$ cat src/rtl/tlpc_ram.sv
`timescale 1ns / 1ps

module tlpc_ram #(
   parameter int WIDTH = 8,
   parameter int DEPTH = 256,
   localparam int ADDR_W = $clog2(DEPTH)
) (
   input  logic              clock,
   input  logic              wr_en,
   input  logic [ADDR_W-1:0] wr_addr,
   input  logic [WIDTH-1:0]  wr_data,
   input  logic              rd_en,
   input  logic [ADDR_W-1:0] rd_addr,
   output logic [WIDTH-1:0]  rd_data
);

   logic [WIDTH-1:0] mem [DEPTH];
   logic [WIDTH-1:0] rd_data_ff;

   always_ff @(posedge clock) begin
      if (wr_en) begin
         mem[wr_addr] <= wr_data;
      end
      if (rd_en) begin
         rd_data_ff <= mem[rd_addr];
      end
   end

   assign rd_data = rd_data_ff;

endmodule

$ cat config.mk
export PLATFORM = sky130hd
export DESIGN_NAME = tlpc_ram
export DESIGN_NICKNAME = d
export VERILOG_FILES = /design/src/rtl/tlpc_ram.sv
export SDC_FILE = /design/constraint.sdc
export NUM_CORES = 2
export LEC_CHECK = 0
export BUFFER_PORTS_ARGS = -buffer_cell sky130_fd_sc_hd__buf_2
export CAP_MARGIN = 20
export CORE_MARGIN = 1
export CORE_UTILIZATION = 65
export DETAILED_ROUTE_END_ITERATION = 8
export PLACE_DENSITY = 0.81
export SKIP_CTS_REPAIR_TIMING = 1
export SKIP_LAST_GASP = 1
export SLEW_MARGIN = 40
export SYNTH_ARGS = -nofsm -noshare
export SYNTH_HDL_FRONTEND = slang
export SYNTH_SLANG_ARGS = --single-unit
$ cat constraint.sdc
create_clock -name clock -period 4.6 [get_ports clock]
set_input_delay 0.69 -clock clock [delete_from_list [all_inputs] [get_ports clock]]
set_output_delay 0.69 -clock clock [all_outputs]
set_load 0.01 [all_outputs]
# --- Word level (Yosys, flattened, before mapping) ---
# Memory sizes are Yosys's and may differ from the RTL's. A register that Yosys moved wholly into a read port is not among the register bits.
# Index checks and enable logic that the tools add are counted.
word_totals:
  wordCells: 3
  n_memories: 1
  regBits: 0
  ramBits: 2048
  out_inout_bits: 8
  in_bits: 27
  latchBits: 0
  rom_bits: 0
op_classes:
  mux: 2
  order_cmp: 0
  mul: 0
  n_eq_ne: 0
  addsub: 0
  div_mod_pow: 0
  shifts: 0
  n_bitwise: 0
  reduce_logical: 0
mem_list:
  columns: ["name", "depth", "width", "read_ports", "rd_clocked_by_memory_dff", "wr", "line", "rtl"]
  rows:
  - ["mem", 256, 8, 1, 1, 1, "17", "logic [WIDTH-1:0] mem [DEPTH];"]
ops:
  columns: ["op", "n"]
  rows:
  - ["two-way mux 1 bit", 2]

# --- Logic depth before layout (Yosys ltp) ---
depth:
  word_depth: 2
  mapped_depth: 11
  mapped_depth_nobuf: 6

# --- Least setup slack after synthesis ---
# No wires, ideal clock.
synth_path:
  path_kind: "input to register"
  from: "input port rd_addr[0]"
  to: "register rd_data_ff[2], in the netlist rd_data[2] (read register of mem), data pin"
  n_path_buf: 4
  path_slack_ns: 1.834
  required_time_ns: 4.331
  t_arrival_ns: 2.497
  setup_ns: 0.269
  cell_stages: 9
  cell_sequence: "buf_6 > buf_12 > buf_8 > buf_2 > mux4_2 > a22oi_1 > a21oi_1 > nor4_1 > nor4_2"
synth_lines:
  columns: ["element", "line", "rtl"]
  rows:
  - ["from (decl)", "13", "input logic [ADDR_W-1:0] rd_addr,"]
  - ["to (decl)", "18", "logic [WIDTH-1:0] rd_data_ff;"]

==> results.yml <==
yosys:
  synth.top_cell.area_share_pct: 77.5
  syn-instance-count: 3733
  syn-num-nets: 3760
  synth_enable_flop_cells: 2056
  yosys-top-cells-area: "edfxtp_1, mux4_2, mux2i_1"
  ys_warn_count: 0
  yosysTopAreaCell: "edfxtp_1"
  syn_area_um2: 79600
  ys_ff_latch: 2056
  ys_async_sr_fraction_pct: 0
  postSynthAreaPerCell_um2: 21.3
  yosysSeqAreaShare_pct: 77.5
  synthFlopType: "edfxtp_1"
  ys_types: 54
  ys_top_cells_by_count: "edfxtp_1, mux4_2, nor2_1"
  synth_most_common_cell: "edfxtp_1"
job:
  maxCapViolCount: 0
power_and_ir_drop:
  combPwrFrac_pct: 5.1
  p_leak_uw: 0.0277
  p_switching_uw: 8340
  clockPowerShare_pct: 41.1
  vdd_ir_drop_max_uv: 429
  p_per_area_nw_per_um2: 432
  seqPwrFrac_pct: 53.8
  p_int_uw: 30100
  p_sw_share_pct: 21.7
grt:
  grt_max_degree: 178
  grt_usage_pct: 33.8
  grt_pass1_wl_um: 297000
  grt_pass1_vias: 42200
  antenna_found_initial: 10
  overflow: 0
final_layout:
  regArea_um2: 61700
  n_fill_cell: 6288
  multi_input_comb_area_um2: 16700
  final_nets: 3975
  layout.cells.non_filler: 5741
  drive_gt1_share_pct: 26.5
  syn2layout_area_growth_pct: 11.7
place:
  place.gp.congestion: 0.911
  hpwl_um: 118000
  port_buffers: 34
  post-place-ws_ns: 0.496
  placedCellCount: 5376
sta:
  period_minus_slack_ns: 3.41
  drv_slew: 0
  setup_viol: 0
  tightest_slew_ns: 1.02
  fmax_mhz: 293
  fin_ws_ns: 1.19
  rsz0062_at_grt: "no"
  relSlewSlack_pct: 31.5
  skew_ns: 0.0386
  post-route-period-util_pct: 74.2
  setup_tns_ns: 0
  finalHoldViolations: 0
critical_path:
  cp-end-kind: "flop"
  cp_max_fo: 34
  criticalPathCategory: "in -> reg"
  arrival_ns: 3.96
  worstPathRequired_ns: 5.14
  cp-start-kind: "input port"
drt:
  ant_nets: 0
  drc_errors: 0
  routed_wl_um: 210000
  dr.pass1.iters: 6
  routedWlPerCell_um: 36.5
  vias: 42200
  drt_first_iter_violations: 6950
  vias_per_cell: 7.35
clock_network:
  htree_levels: 4
  cts_buffers: 190
  clock_latency_ns: 0.84
  cts.clk_slew.worst_paths_ns: 0.07
  cts_root_buffer: "clkbuf_16"
  cts_tree: "built"
  clk_path_buf_depth: 3
  cts_num_sinks: 2056
die:
  design.core.area_um2: 122000
  die_y_um: 352
  rows: 128
  die_w_um: 352
  start_util_pct: 65.4
  io_pins: 35
  floorplan.die_area_um2: 124000
min_path:
  worstHoldPathType: "in -> reg"
status:
  status: "completed"
[worst paths after layout]
kind	cells after the start	to	from	slack (ns)
min	1	mem[202][5]$_DFFE_PP_	wr_data[5]	0.22
max reg2reg	6	rd_data[3]$_DFFE_PP_	mem[154][3]$_DFFE_PP_	1.65
max	9	rd_data[3]$_DFFE_PP_	rd_addr[0]	1.19
min reg2reg	5	rd_data[7]$_DFFE_PP_	mem[103][7]$_DFFE_PP_	1.17
[worst max-delay path: stages]
cell     delay (ns)
buf_8          0.37
buf_12         0.26
buf_4          0.44
mux4_2         0.61
a22oi_1        0.20
a31oi_1        0.12
nor4_1         0.90
buf_4          0.24
nor4_1         0.05
[cell families (layout without fill, tap and decap cells)]
kind of cell,Yosys count,after routing,share of synthesized area (%)
flops,2056,2056,77.5
mux,591,591,14.6
simple gates,466,466,2.63
compound gates,385,385,3.42
buf+inv,235,610,1.83
other cells,0,8,0
[layout by cell type, fill, tap and decap left out, drive strengths merged, types with 27 or more instances in the layout]
master  instances
edfxtp       2056
mux4          456
nor2          282
buf           249
clkbuf        233
mux2i         134
a22oi         133
a21oi          96
clkinv         88
o221ai         47
nand3          34
nand2          33
nor2b          31
o22ai          28
nor4           27
[routing by layer]
metal	share of wire, %	GRT usage [%]	vias up
met5	0.046	0	-
met1	33	45.4	21500
met4	5.3	15.7	14
met3	14	8.68	748
li1	-	-	16100
met2	48	53.0	3827
[area by class of cell]
class,count,share of cell area (%)
inverters,2,0.00844
diodes,8,0.0225
flip-flops and latches,2056,69.4
multi-input cells,1442,18.8
clock inverters,126,1.37
well taps,1625,2.29
clock buffers,226,5.52
repair buffers,256,2.62
[power by group through the flow]
| stage | clock (µW) | combinational [µW] | sequential, µW |
|---|---|---|---|
| after global routing | 16400 | 2010 | 20700 |
| after floorplan | 0 | 1000 | 21100 |
| after detailed placement | 0 | 1860 | 21100 |
| final | 15800 | 1970 | 20700 |
| after CTS | 15700 | 1900 | 20700 |
| after global placement | 0 | 1800 | 21100 |
[state kept, by name, summed over array words and instances (netlist names)]
| name | cells |
|---|---|
| mem | 2048 |
| rd_data | 8 |
[stage by stage]
step,power (µW),area [µm²],hold WS (ns),util [%]
3_3_place_gp,22900,82400,1.00,67.7
6_report,38500,89000,0.216,73.1
3_5_place_dp,22900,82500,1.08,67.8
4_1_cts,38300,88700,0.285,72.9
2_1_floorplan,22100,79600,0.789,-
5_1_grt,39100,88900,0.208,73.1
No activity file was read; power rests on OpenSTA's default activity.
